==> src/rtl/pqi2d_pkg.sv <==
// shared types and register indexes for the periodic quadratic interpolation unit
package pqi2d_pkg;

   typedef struct packed {
      logic               cmd;
      logic [7:0]         pixel_col;
      logic [7:0]         pixel_row;
      logic signed [15:0] pixel_value;
      logic signed [31:0] coord_x;
      logic signed [31:0] coord_y;
   } pqi2d_req_type;

   typedef struct packed {
      logic signed [31:0] sample_value;
      logic               saturated;
   } pqi2d_rsp_type;

   // one job between front and back: a pixel write or a wrapped query
   typedef struct packed {
      logic        query;
      logic [7:0]  col;
      logic [7:0]  row;
      logic [15:0] value;
      logic [15:0] frac_a;
      logic [15:0] frac_b;
   } pqi2d_job_type;

   localparam logic CMD_WRITE = 1'b0;
   localparam logic CMD_QUERY = 1'b1;

   localparam logic [1:0] CSR_WIDTH  = 2'd0;
   localparam logic [1:0] CSR_HEIGHT = 2'd1;

endpackage

==> src/rtl/pqi2d_front.sv <==
// front end: takes request beats, wraps query positions, issues jobs
module pqi2d_front
   import pqi2d_pkg::*;
#(
   parameter int MAX_WIDTH  = 256,
   parameter int MAX_HEIGHT = 256,
   parameter int PIXEL_BITS = 16
) (
   input  logic          clock,
   input  logic          reset,
   input  pqi2d_req_type req_data,
   input  logic          req_valid,
   output logic          req_ready,
   input  logic [8:0]    width_eff,
   input  logic [8:0]    height_eff,
   output pqi2d_job_type job_data,
   output logic          job_valid,
   input  logic          job_ready
);

   localparam int SW = (PIXEL_BITS < 16) ? PIXEL_BITS : 16;

   typedef enum logic [2:0] {
      ST_IDLE = 3'b001,
      ST_DIV  = 3'b010,
      ST_FIN  = 3'b100
   } front_state_type;

   front_state_type state_ff, state_in;
   logic [1:0]      step_ff, step_in;
   logic [15:0]     dvd_x_ff, dvd_x_in, dvd_y_ff, dvd_y_in;
   logic [8:0]      rem_x_ff, rem_x_in, rem_y_ff, rem_y_in;
   logic            neg_x_ff, neg_y_ff;
   logic [15:0]     frac_a_ff, frac_b_ff;
   logic [8:0]      wrap_x, wrap_y;
   logic            accept, in_range;
   logic [15:0]     stored_value;

   // four restoring steps of the remainder, msb first
   function automatic logic [8:0] rem_step4(input logic [8:0] rem, input logic [3:0] bits,
                                            input logic [8:0] n);
      logic [9:0] t;
      logic [8:0] r;
      r = rem;
      for (int k = 3; k >= 0; k--) begin
         t = {r, bits[k]};
         if (t >= {1'b0, n}) begin
            t = t - {1'b0, n};
         end
         r = t[8:0];
      end
      return r;
   endfunction

   assign accept    = req_valid && req_ready;
   assign req_ready = (state_ff == ST_IDLE) && job_ready;
   assign in_range  = (32'(req_data.pixel_col) < 32'(MAX_WIDTH)) &&
                      (32'(req_data.pixel_row) < 32'(MAX_HEIGHT));
   assign stored_value = 16'($signed(req_data.pixel_value[SW-1:0]));

   // negative integer part folds back as period minus remainder
   assign wrap_x = (neg_x_ff && rem_x_ff != '0) ? width_eff - rem_x_ff : rem_x_ff;
   assign wrap_y = (neg_y_ff && rem_y_ff != '0) ? height_eff - rem_y_ff : rem_y_ff;

   always_comb begin
      job_data  = '0;
      job_valid = 1'b0;
      if (state_ff == ST_FIN) begin
         job_valid       = 1'b1;
         job_data.query  = 1'b1;
         job_data.col    = wrap_x[7:0];
         job_data.row    = wrap_y[7:0];
         job_data.frac_a = frac_a_ff;
         job_data.frac_b = frac_b_ff;
      end else if (state_ff == ST_IDLE) begin
         job_valid      = req_valid && (req_data.cmd == CMD_WRITE) && in_range;
         job_data.col   = req_data.pixel_col;
         job_data.row   = req_data.pixel_row;
         job_data.value = stored_value;
      end
   end

   always_comb begin
      state_in = state_ff;
      step_in  = step_ff;
      dvd_x_in = dvd_x_ff;
      dvd_y_in = dvd_y_ff;
      rem_x_in = rem_x_ff;
      rem_y_in = rem_y_ff;
      case (state_ff)
         ST_IDLE: begin
            if (accept && req_data.cmd == CMD_QUERY) begin
               state_in = ST_DIV;
               step_in  = '0;
               rem_x_in = '0;
               rem_y_in = '0;
               dvd_x_in = req_data.coord_x[31] ? 16'(-req_data.coord_x[31:16])
                                               : req_data.coord_x[31:16];
               dvd_y_in = req_data.coord_y[31] ? 16'(-req_data.coord_y[31:16])
                                               : req_data.coord_y[31:16];
            end
         end
         ST_DIV: begin
            rem_x_in = rem_step4(rem_x_ff, dvd_x_ff[15:12], width_eff);
            rem_y_in = rem_step4(rem_y_ff, dvd_y_ff[15:12], height_eff);
            dvd_x_in = {dvd_x_ff[11:0], 4'b0000};
            dvd_y_in = {dvd_y_ff[11:0], 4'b0000};
            step_in  = step_ff + 2'd1;
            if (step_ff == 2'd3) begin
               state_in = ST_FIN;
            end
         end
         ST_FIN: begin
            if (job_ready) begin
               state_in = ST_IDLE;
            end
         end
         default: state_in = ST_IDLE;
      endcase
   end

   always_ff @(posedge clock) begin
      if (reset) begin
         state_ff <= ST_IDLE;
         step_ff  <= '0;
      end else begin
         state_ff <= state_in;
         step_ff  <= step_in;
      end
   end

   always_ff @(posedge clock) begin
      dvd_x_ff <= dvd_x_in;
      dvd_y_ff <= dvd_y_in;
      rem_x_ff <= rem_x_in;
      rem_y_ff <= rem_y_in;
      if (accept) begin
         neg_x_ff  <= req_data.coord_x[31];
         neg_y_ff  <= req_data.coord_y[31];
         frac_a_ff <= req_data.coord_x[15:0];
         frac_b_ff <= req_data.coord_y[15:0];
      end
   end

   a_rem_x_below: assert property (@(posedge clock) disable iff (reset)
      (state_ff == ST_FIN) |-> (rem_x_ff < width_eff) && (rem_y_ff < height_eff))
      else $error("remainder not below period");
   a_busy_not_ready: assert property (@(posedge clock) disable iff (reset)
      (state_ff != ST_IDLE) |-> !req_ready)
      else $error("request taken while wrapping a query");
   a_fin_after_div: assert property (@(posedge clock) disable iff (reset)
      $rose(state_ff == ST_FIN) |-> $past(state_ff == ST_DIV) && $past(step_ff == 2'd3))
      else $error("query issued before remainder complete");

endmodule

==> config.mk <==
export PLATFORM = sky130hd
export DESIGN_NAME = pqi2d_front
export DESIGN_NICKNAME = d
export VERILOG_FILES = /design/src/rtl/pqi2d_pkg.sv /design/src/rtl/pqi2d_front.sv
export SDC_FILE = /design/constraint.sdc
export NUM_CORES = 1
export LEC_CHECK = 0
export BUFFER_PORTS_ARGS = -buffer_cell sky130_fd_sc_hd__buf_2
export CAP_MARGIN = 20
export CORE_MARGIN = 2
export CORE_UTILIZATION = 55
export CTS_CLUSTER_SIZE = 25
export DETAILED_ROUTE_END_ITERATION = 10
export PLACE_DENSITY = 0.89
export SYNTH_ARGS = -nofsm -noshare
export SYNTH_HDL_FRONTEND = slang
export SYNTH_SLANG_ARGS = --single-unit
==> constraint.sdc <==
create_clock -name clock -period 10.5 [get_ports clock]
set_input_delay 0.525 -clock clock [delete_from_list [all_inputs] [get_ports clock]]
set_output_delay 0.525 -clock clock [all_outputs]
set_load 0.005 [all_outputs]
==> qor.csv <==
metric,value,unit
status,finished clean,
Post-CTS Hold Fix Bufs,0,
Setup TNS,0,ns
Synth top cells by count,"98 x nand2_1, 89 x ha_1, 84 x edfxtp_1, 74 x o21ai_0, 73 x inv_1",
Post-DP HPWL,18000,µm
Mapped Avg Cell Area,8.81,µm²
peak supply drop,160,µV
fmax,107,MHz
CP Data Arrival Time,9.38,ns
Critical Path RT,10.57,ns
worst hold path class,input port to flip-flop,
Clock Tree Root,clkbuf_16,
largest net degree at the start of global routing,60,
final wirelength,22600,µm
htree depth,3,
drt wl/cell,16.2,µm
DR DRC count,0,
"EDFF count, synth",84,
TritonCTS clock tree,done,
Worst Setup Start Kind,flip-flop,
post_cts resized,0,
Worst-Margin Slew,1.02,ns
Reg2Reg Setup Slack,1.18,ns
Num CTS Buffers,9,
static leakage,4.64,nW
I/O Pins,186,
number of post-CTS setup repair buffers,0,
clock buffer depth,2,
top post-synthesis cells by area,"edfxtp_1 29%, ha_1 13%, xor2_1 4.7%",
RSZ-0062 raised after global routing,false,
top cell type's share of synthesized area,28.6,%
Die Span X,131,µm
first-pass GRT wire length,34800,µm
Total Nets Final,1393,
total congestion overflow,0,
Setup CP Type,flip-flop to flip-flop,
fraction of registers with async set/reset,0,%
register area share after synthesis,29.7,%
initial core utilization,56.0,%
number of max-cap violations,0,
largest stage delay on the critical path,0.52,ns
min Tclk post-route,9.32,ns
Cell Rows,46,
critical path endpoint category,flip-flop,
share of cells above drive strength 1,20.4,%
Die Height,131,µm
Post-DP Area,9940,µm²
CP Max Fanout,13,
clock sink count,89,
YS warnings,0,
"Net Count, Synth",1220,
top_reg_cell synth,edfxtp_1,
Syn Inst Count,1002,
post-route ant nets,0,
slowest cell on the critical path,o32ai_1,
Unique masters post-synth,69,
power density cells,175,nW/µm²
fin. max-slew vios,0,
clock slew at reported path FFs,0.07,ns
# fillers,1339,
Synth Register Bits,89,
Post-Syn Area,8830,µm²
most instantiated library cell after synthesis,nand2_1,
Hold Path Sink,frac_a_ff[3],
Worst slew margin,32.2,%
area grow syn2layout,16.9,%
Final Skew,0.00706,ns
GP Congestion,0.939,
DRT iter0 DRCs,537,
vias per cell,5.70,
final setup fails,0,
worst reg2reg endpoint,rem_y_ff[4],
FF-to-FF path depth,35,
vias in the first global route,7270,
FF-to-FF Start,dvd_y_ff[15],
Antenna Cells,0,
gr usage total,26.1,%
design area,10300,µm²
via count,7954,
port buffer count,185,
core area,15800,µm²
Fin. Hold Viols,0,
hold path depth,1,
worst skew pair latency,0.34,ns
period utilization,88.7,%
worst hold slack,0.361,ns
Synth area leader,edfxtp_1,
initial antenna violation count,1,
drt pass-1 iters,5,
Die ar.,17100,µm²
Hold Startpoint,req_data[35],
post-layout util,65.4,%
==> worst max-delay path, delay by kind of cell, from the launching register on <==
family	cells	cell delay [ns]
simple gates	9	1.55
fa+ha+maj	5	1.77
flops	1	0.44
compound gates	15	4.11
buf+inv	3	0.23
mux	3	0.93
==> metal layers <==
metal / track usage, % / vias up / part of all wire (%)
met1: 33.8 / 3633 / 42
met4: 7.70 / 0 / 2.0
met5: 0 / - / 0
met3: 5.46 / 37 / 8.4
met2: 44.2 / 329 / 47
li1: - / 3955 / -
==> state kept, by name (all words and copies together), names as in the netlist <==
name / count
dvd_x_ff: 16
dvd_y_ff: 16
frac_a_ff: 16
frac_b_ff: 16
rem_x_ff: 9
rem_y_ff: 9
state_ff: 3
step_ff: 2
neg_x_ff: 1
neg_y_ff: 1
==> power breakdown <==
group | switching, mW | total [mW] | internal [mW]
clock network | 0.137 | 0.373 | 0.235
registers | 0.00625 | 0.411 | 0.405
logic | 0.578 | 1.03 | 0.447
total | 0.721 | 1.81 | 1.09
==> cell usage in the layout, fill, tap and decap left out, types with 10 or more instances in the layout <==
cell type  synthesis  final
fa_1              10     10
nand2b_1          16     16
nor2_1            67     67
edfxtp_1          84     84
and2_1            53     52
mux2i_1           31     31
xor2_1            47     47
buf_2              1    185
a21o_1            25     25
inv_1             73     72
xnor2_1           40     40
a21oi_1           54     54
ha_1              89     89
o21ai_0           74     74
nor2b_1           16     16
nand2_1           98     98
nand3_1           17     17
or3_1             12     12
nand4_1           11     11
nor3_1            21     21
==> metrics by stage <==
stage / worst slack (ns) / cells / power, mW
finish: 1.18 / 1396 / 1.81
floorplan: 2.42 / 1002 / 1.23
CTS: 1.32 / 1395 / 1.81
global route: 0.542 / 1396 / 1.93
detailed placement: 1.11 / 1379 / 1.43
global placement: 1.32 / 1379 / 1.41
==> how the worst max path moves through the flow <==
stage,start,end,slack [ns]
final,dvd_y_ff[15],rem_y_ff[4],1.18
after global routing,dvd_y_ff[15],rem_y_ff[4],0.54
after CTS,dvd_y_ff[15],rem_y_ff[4],1.32
after detailed placement,height_eff[1],rem_y_ff[8],1.11
after global placement,height_eff[1],rem_y_ff[5],1.32
after floorplan,height_eff[1],rem_y_ff[6],2.42
==> kinds of logic (layout without fill, tap and decap cells) <==
kind of cell	count (synthesis)	count (layout)	share of synthesized area, %
simple gates	333	333	18.7
mux	39	39	4.58
xor+xnor	87	87	8.63
buf+inv	103	281	4.61
fa+ha+maj	99	99	14.9
compound gates	252	252	18.9
flops	89	89	29.7
==> final cells by class <==
type	instances	area [µm²]	area share (%)
multi-input combinational	810	5810	56.3
sequential	89	2620	25.4
timing repair buffer	191	983	9.53
inverter	74	278	2.69
tap	216	270	2.62
clock buffer	9	225	2.18
clock inverter	7	128	1.24
Note: power is estimated with default switching activity, not from simulation.
