==> src/rtl/pqi2d_pkg.sv <==
// shared types and register indexes for the periodic quadratic interpolation unit
package pqi2d_pkg;

   typedef struct packed {
      logic               cmd;
      logic [7:0]         pixel_col;
      logic [7:0]         pixel_row;
      logic signed [15:0] pixel_value;
      logic signed [31:0] coord_x;
      logic signed [31:0] coord_y;
   } pqi2d_req_type;

   typedef struct packed {
      logic signed [31:0] sample_value;
      logic               saturated;
   } pqi2d_rsp_type;

   // one job between front and back: a pixel write or a wrapped query
   typedef struct packed {
      logic        query;
      logic [7:0]  col;
      logic [7:0]  row;
      logic [15:0] value;
      logic [15:0] frac_a;
      logic [15:0] frac_b;
   } pqi2d_job_type;

   localparam logic CMD_WRITE = 1'b0;
   localparam logic CMD_QUERY = 1'b1;

   localparam logic [1:0] CSR_WIDTH  = 2'd0;
   localparam logic [1:0] CSR_HEIGHT = 2'd1;

endpackage

==> src/rtl/pqi2d_queue.sv <==
// small register queue of jobs between front and back
module pqi2d_queue
   import pqi2d_pkg::*;
#(
   parameter int DEPTH = 2
) (
   input  logic          clock,
   input  logic          reset,
   input  pqi2d_job_type push_data,
   input  logic          push_valid,
   output logic          push_ready,
   output pqi2d_job_type pop_data,
   output logic          pop_valid,
   input  logic          pop_ready
);

   localparam int PTW = $clog2(DEPTH);
   localparam int CNW = $clog2(DEPTH + 1);

   pqi2d_job_type  entry_ff [DEPTH];
   logic [PTW-1:0] wr_ptr_ff, wr_ptr_in, rd_ptr_ff, rd_ptr_in;
   logic [CNW-1:0] count_ff, count_in;
   logic           push, pop;

   assign push_ready = count_ff != CNW'(DEPTH);
   assign pop_valid  = count_ff != '0;
   assign pop_data   = entry_ff[rd_ptr_ff];
   assign push       = push_valid && push_ready;
   assign pop        = pop_valid && pop_ready;

   always_comb begin
      wr_ptr_in = push ? wr_ptr_ff + PTW'(1) : wr_ptr_ff;
      rd_ptr_in = pop ? rd_ptr_ff + PTW'(1) : rd_ptr_ff;
      count_in  = count_ff + CNW'(push) - CNW'(pop);
   end

   always_ff @(posedge clock) begin
      if (reset) begin
         wr_ptr_ff <= '0;
         rd_ptr_ff <= '0;
         count_ff  <= '0;
      end else begin
         wr_ptr_ff <= wr_ptr_in;
         rd_ptr_ff <= rd_ptr_in;
         count_ff  <= count_in;
      end
   end

   always_ff @(posedge clock) begin
      if (push) begin
         entry_ff[wr_ptr_ff] <= push_data;
      end
   end

endmodule

==> config.mk <==
export PLATFORM = sky130hd
export DESIGN_NAME = pqi2d_queue
export DESIGN_NICKNAME = d
export VERILOG_FILES = /design/src/rtl/pqi2d_pkg.sv /design/src/rtl/pqi2d_queue.sv
export SDC_FILE = /design/constraint.sdc
export NUM_CORES = 1
export LEC_CHECK = 0
export ABC_AREA = 1
export BUFFER_PORTS_ARGS = -buffer_cell sky130_fd_sc_hd__buf_2
export CAP_MARGIN = 10
export CORE_UTILIZATION = 52
export DETAILED_ROUTE_END_ITERATION = 7
export GPL_ROUTABILITY_DRIVEN = 0
export MAX_ROUTING_LAYER = met4
export PLACE_DENSITY = 0.78
export SLEW_MARGIN = 20
export SYNTH_ARGS = -nofsm -noshare
export SYNTH_HDL_FRONTEND = slang
export SYNTH_SLANG_ARGS = --single-unit
==> constraint.sdc <==
create_clock -name clock -period 4.2 [get_ports clock]
set_input_delay 0.42 -clock clock [delete_from_list [all_inputs] [get_ports clock]]
set_output_delay 0.42 -clock clock [all_outputs]
set_load 0.05 [all_outputs]
==> reports/metrics.csv, run 1 <==
metric,value,unit
drv_cap,0,
cp_max_fo,38,
crit_chain,buf_16 > mux2_2 > buf_2,
synth_fp_nets,308,
drc,0,
fin_util,0.6930,
fin_setup_tns,0,ps
avgRoutedWirePerCell,15.78,um
yosysWarnings,0,
avgSynthCellArea,21.57,um2
viasPerCell,4.900,
p_leak,2.574,nW
finClkSkew,6.476,ps
drt-pass1-iter-count,4,
crit_buf_inv,2,
finalMaxSlewViolations,0,
post-cts-setup-buffers,0,
grt_util_all_layers,0.1793,
cts.sinks,135,
drt_wl_total,8378,um
cts_made_buffers,17,
cts-htree-levels,4,
slew_headroom,0.3878,
dieArea,10270,um2
clk_pin_slew,60,ps
crit_type,reg2out,
rows,35,
ys_ff_latch,135,
die_w,101.4,um
die_y,101.4,um
fmax,0.3958,GHz
fill_cells,628,
hold_buffers,0,
critPathArrivalTime,2110,ps
globalRouteOverflowTotal,0,
ff2ff_path_depth,5,
regArea,4008,um2
hold_end,entry_ff[0][62]$_DFFE_PP_,
cts-resized-gates,0,
worstReg2RegEnd,entry_ff[1][57]$_DFFE_PP_,
p_per_area,718.2,nW/um2
postRouteAntennaNets,0,
cpMaxStageDelayCell,dfxtp_4,
fin_crit_sh,0.6016,
crit_family,flip-flops,
diodes,0,
finalHoldViolations,0,
final_net_count,459,
synth.top_cell.area_share,0.7604,
clockRootBuffer,clkbuf_8,
tightest_slew,916.1,ps
synth_area_leaders,"edfxtp_1 76%, mux2_4 15%, mux2_2 3.3%, dfxtp_1 1.9%, buf_6 1.3%",
start_util,0.5452,
hpwlAfterDp,5409,um
rrSetupSlack,1980,ps
min_period,2527,ps
vias,2602,
clock_path_buffers,2,
hold_path.class,in2reg,
ys_seq_area_frac,0.7799,
coreArea,9415,um2
grt_max_degree,66,
critPathCaptureType,primary output,
setup_viol,0,
crit_required,3780,ps
startpoint_type,flop,
synth_area,5134,um2
ys_types,15,
worstHoldStart,push_data[62],
cpPeakStageDelay,650,ps
status,completed,
worst_ir_drop_vdd,0.4422,mV
rsz0062_at_grt,false,
whs_path_depth,1,
area_growth,27.10,%
postSynthCellCount,238,
antenna_found_initial,0,
io_pins,136,
grt_pass1_vias,2594,
grt_pass1_wl,12580,um
insertion_delay,510,ps
cts_tree,built,
yosysTopAreaCell,edfxtp_1,
r2r_start,count_ff[0]$_SDFF_PP0_,
io_buffers,135,
drt_iter0_drc,78,
drive_gt1_frac,0.5945,
multiInputGateArea,1042,um2
## flip-flops by register name, indices dropped and copies added, names as in the netlist, named ones only
name and count:
count_ff 2, entry_ff 130, rd_ptr_ff 1, wr_ptr_ff 1
## cells in the final DEF (no fill, tap or decap)
| cell type | netlist | layout |
|---|---|---|
| inv_1 | 8 | 8 |
| inv_6 | 0 | 2 |
| mux2_2 | 15 | 15 |
| clkinv_1 | 0 | 1 |
| buf_4 | 0 | 2 |
| clkbuf_16 | 0 | 16 |
| nand2_2 | 1 | 1 |
| buf_12 | 0 | 1 |
| nor3_1 | 1 | 1 |
| edfxtp_1 | 130 | 130 |
| nor2_1 | 9 | 7 |
| mux2_4 | 50 | 50 |
| xnor2_1 | 1 | 1 |
| clkinvlp_4 | 0 | 4 |
| clkinv_4 | 0 | 4 |
| a21oi_1 | 2 | 2 |
| buf_2 | 1 | 135 |
| bufinv_16 | 0 | 1 |
| dfxtp_4 | 0 | 1 |
| clkinv_2 | 0 | 3 |
| nand2_1 | 7 | 7 |
| nand3_1 | 1 | 1 |
| buf_16 | 0 | 1 |
| dfxtp_1 | 5 | 4 |
| clkbuf_8 | 0 | 1 |
| ha_1 | 1 | 1 |
| nor2_4 | 0 | 2 |
## worst reg2reg max path, stage by stage (launching register included)
cell and delay, ps:
dfxtp_1 350, inv_1 50, nand2_1 100, nand2_2 140, nor2_4 720, buf_4 510
## how the worst max path moves through the flow
stage | from | endpoint | slack, ps | cells after the start
after CTS | flop | pop_data[63] | 1430 | 2
final | flop | pop_data[61] | 1670 | 3
after global placement | push_valid | entry_ff[1][0]$_DFFE_PP_ | 1980 | 4
after floorplan | count_ff[0]$_SDFF_PP0_ | entry_ff[1][0]$_DFFE_PP_ | 10 | 4
after detailed placement | push_valid | entry_ff[1][0]$_DFFE_PP_ | 1910 | 4
after global routing | flop | pop_data[61] | 1580 | 3
## area by class of cell
cell class	count	area share
inverters	8	0.004602
well taps	129	0.02474
multi-input cells	88	0.1597
repair buffers	139	0.1131
clock inverters	15	0.02013
clock buffers	17	0.06347
flip-flops and latches	135	0.6142
## power breakdown
part	leakage, nW	switching, mW	internal (mW)	total (mW)
combinational	1.06	1.06	0.491	1.55
sequential	1.26	0.0941	1.71	1.81
clock	0.258	0.545	0.784	1.33
total	2.57	1.70	2.99	4.69
## cell usage after synthesis
library cell    n
dfxtp_1         5
nand2_2         1
nor3_1          1
nand3_1         1
ha_1            1
buf_6           6
xnor2_1         1
buf_2           1
inv_1           8
nand2_1         7
edfxtp_1      130
mux2_4         50
nor2_1          9
a21oi_1         2
mux2_2         15
## stage by stage
step	area (um2)	power, mW	hold slack [ps]	instances	setup WS [ps]
2_1_floorplan	5134	3.109	466.9	238	14.99
3_3_place_gp	5952	3.363	473.8	498	1979
3_5_place_dp	5952	3.392	480.0	498	1912
4_1_cts	6497	4.728	70.52	530	1435
5_1_grt	6525	4.878	69.70	531	1577
6_report	6525	4.686	94.46	531	1673
## logic make-up after synthesis
family          count (synthesis)  synth area share
buf+inv                        15           0.01998
mux                            65            0.1791
xor+xnor                        1          0.001706
compound gates                  2          0.001950
flops                         135            0.7799
fa+ha+maj                       1          0.002437
simple gates                   19           0.01487
## routing by layer
metal  wire length (um)  track usage  up-vias
met1               3371       0.2063     1261
li1                   -            -     1226
met3                442      0.04831       14
met2               4397       0.2920      101
met5                  0            -        -
met4                165      0.08807        0
(Power assumes the default switching activity.)
==> inputs of run 2 (changes only) <==
ABC_AREA = 0   (was 1)
clock period = 2.6 ns   (was 4.2 ns; I/O delays follow)
==> run 2 against run 1 <==
Effect of this change: sequential share of layout area shrank 4.9 points; critical path depth is the same; clock power grew 91%.
==> reports/metrics.csv, run 2 <==
metric,value,unit
avgSynthCellArea,21.39,um2
largest_reg_flops,130,
finalMaxSlewViolations,0,
critPathArrivalTime,1920,ps
rsz0062_at_grt,false,
hold_path.class,in2reg,
drv_cap,0,
grt_max_degree,59,
status,completed,
placed_area,5787,um2
grt_pass1_vias,3158,
crit_required,2340,ps
synthTopCellsByCount,"130 x edfxtp_1, 65 x mux2_2, 5 x buf_4, 5 x dfxtp_1, 5 x nor2_1",
ys.flop_type,edfxtp_1,
ys_seq_area_frac,0.8103,
hold_end,wr_ptr_ff$_SDFFE_PP0P_,
postRouteAntennaNets,0,
yosysTopAreaCell,edfxtp_1,
rrSetupSlack,800,ps
synth.top_cell.area_share,0.7901,
rows,35,
tightest_slew,522.9,ps
insertion_delay,510,ps
drc,0,
io_pins,136,
ys_types,23,
synth_edf_count,130,
clk_pin_slew,60,ps
post-cts-setup-buffers,0,
slew_headroom,0.6514,
die_y,99.48,um
fin_util,0.7671,
ys_ff_latch,135,
yosysWarnings,0,
clock_path_buffers,2,
crit_type,reg2out,
hold_buffers,66,
globalRouteOverflowTotal,0,
drt_wl_total,9973,um
layout_commonest_cell,buf_2,
drt_iter0_drc,122,
cp_max_fo,37,
grt_pass1_wl,15190,um
largest-register,entry_ff,
area_growth,43.45,%
fin_crit_sh,0.8395,
startpoint_type,flop,
worstHoldStart,push_valid,
finClkSkew,6.126,ps
io_buffers,135,
critPathCaptureType,primary output,
use_met1,0.2181,
avgRoutedWirePerCell,16.87,um
die_w,99.48,um
drive_gt1_frac,0.5216,
synth_area,4941,um2
async_reset_ff_frac,0,
drt-pass1-iter-count,5,
cts_made_buffers,17,
reg.largest.list,"entry_ff (130), count_ff (2)",
whs_path_depth,3,
post-synth-top-count-cell,edfxtp_1,
worst_ir_drop_vdd,0.6986,mV
cts-resized-gates,0,
hpwlAfterDp,5238,um
use_met2,0.4129,
dieArea,9895,um2
setup_viol,0,
cts_tree,built,
fmax,0.4582,GHz
cts.sinks,135,
final_cell_mix,"135 x buf_2, 130 x edfxtp_1, 66 x dlygate4sd3_1",
final_net_count,519,
viasPerCell,4.949,
coreArea,9240,um2
r2r_start,count_ff[0]$_SDFF_PP0_,
synth_fp_nets,301,
p_per_area,1031,nW/um2
postSynthCellCount,231,
diodes,0,
synth_area_leaders,"edfxtp_1 79%, mux2_2 15%, dfxtp_1 2.0%, buf_4 0.76%, nor2_1 0.38%",
antenna_found_initial,0,
grt_util_all_layers,0.2196,
clockRootBuffer,clkbuf_8,
start_util,0.5347,
grt-busiest-layer,met2,
worstReg2RegEnd,entry_ff[0][55]$_DFFE_PP_,
design_area,7088,um2
gr-usage-met3,0.05903,
vias,2925,
fin_setup_tns,0,ps
cts-htree-levels,4,
min_period,2183,ps
ff2ff_path_depth,4,
p_leak,2.709,nW
finalHoldViolations,0,
run 2: changes by cell type in the layout (fill, tap and decap cells not counted), sizes merged, moves of 2 or more:
cell         delta
dlygate4sd3    +66
inv             -8
nand2           -8
bufinv          +4
nor2            -4
clkinv          -3
a21bo           +2
nor2b           +2
o21ai           +2
run 2: stage by stage:
step	setup slack [ps]	std cells	hold slack, ps	total power, mW
floorplan	181.6	231	329.1	4.308
global placement	971.4	493	447.4	4.675
detailed placement	917.0	493	451.0	4.713
CTS	397.3	591	147.7	7.347
global route	337.8	591	169.2	7.545
finish	417.4	591	173.5	7.307
run 2: kinds of logic (layout without fill, tap and decap cells):
family / Yosys count / count (layout) / synth area share
compound gates: 7 / 7 / 0.01038
simple gates: 13 / 13 / 0.01418
buf+inv: 8 / 239 / 0.01038
fa+ha+maj: 1 / 1 / 0.002532
mux: 66 / 66 / 0.1504
flops: 135 / 135 / 0.8103
xor+xnor: 1 / 1 / 0.001773
run 2: metal layers:
layer	wire [um]	up-vias
met2	5761	96
li1	-	1354
met5	0	-
met3	407	15
met1	3660	1460
met4	144	0
run 2: worst max-delay path by stage:
| stage | from | cells after the start | slack [ps] | to |
|---|---|---|---|---|
| after detailed placement | count_ff[0]$_SDFF_PP0_ | 4 | 920 | entry_ff[0][38]$_DFFE_PP_ |
| after CTS | flop | 3 | 400 | pop_data[1] |
| final | flop | 3 | 420 | pop_data[0] |
| after floorplan | count_ff[0]$_SDFF_PP0_ | 3 | 180 | entry_ff[0][0]$_DFFE_PP_ |
| after global routing | flop | 3 | 340 | pop_data[64] |
| after global placement | count_ff[0]$_SDFF_PP0_ | 4 | 970 | entry_ff[0][38]$_DFFE_PP_ |
run 2: area by class of cell:
class / instances / area (um2)
clock buffers: 18 / 417.9
clock inverters: 14 / 222.7
fillers: 521 / 2152
inverters: 1 / 7.507
multi-input cells: 88 / 887.1
flip-flops and latches: 135 / 4005
well taps: 129 / 161.4
repair buffers: 206 / 1386
run 2: power breakdown:
| group | internal, mW | switching (mW) | total [mW] |
|---|---|---|---|
| clock | 1.66 | 0.881 | 2.54 |
| sequential | 2.65 | 0.0649 | 2.71 |
| combinational | 0.611 | 1.44 | 2.05 |
| total | 4.92 | 2.39 | 7.31 |
run 2: critical path, stage by stage, from the launching register on:
cell and delay (ps):
dfxtp_2 330, buf_4 450, mux2_2 420, buf_2 220
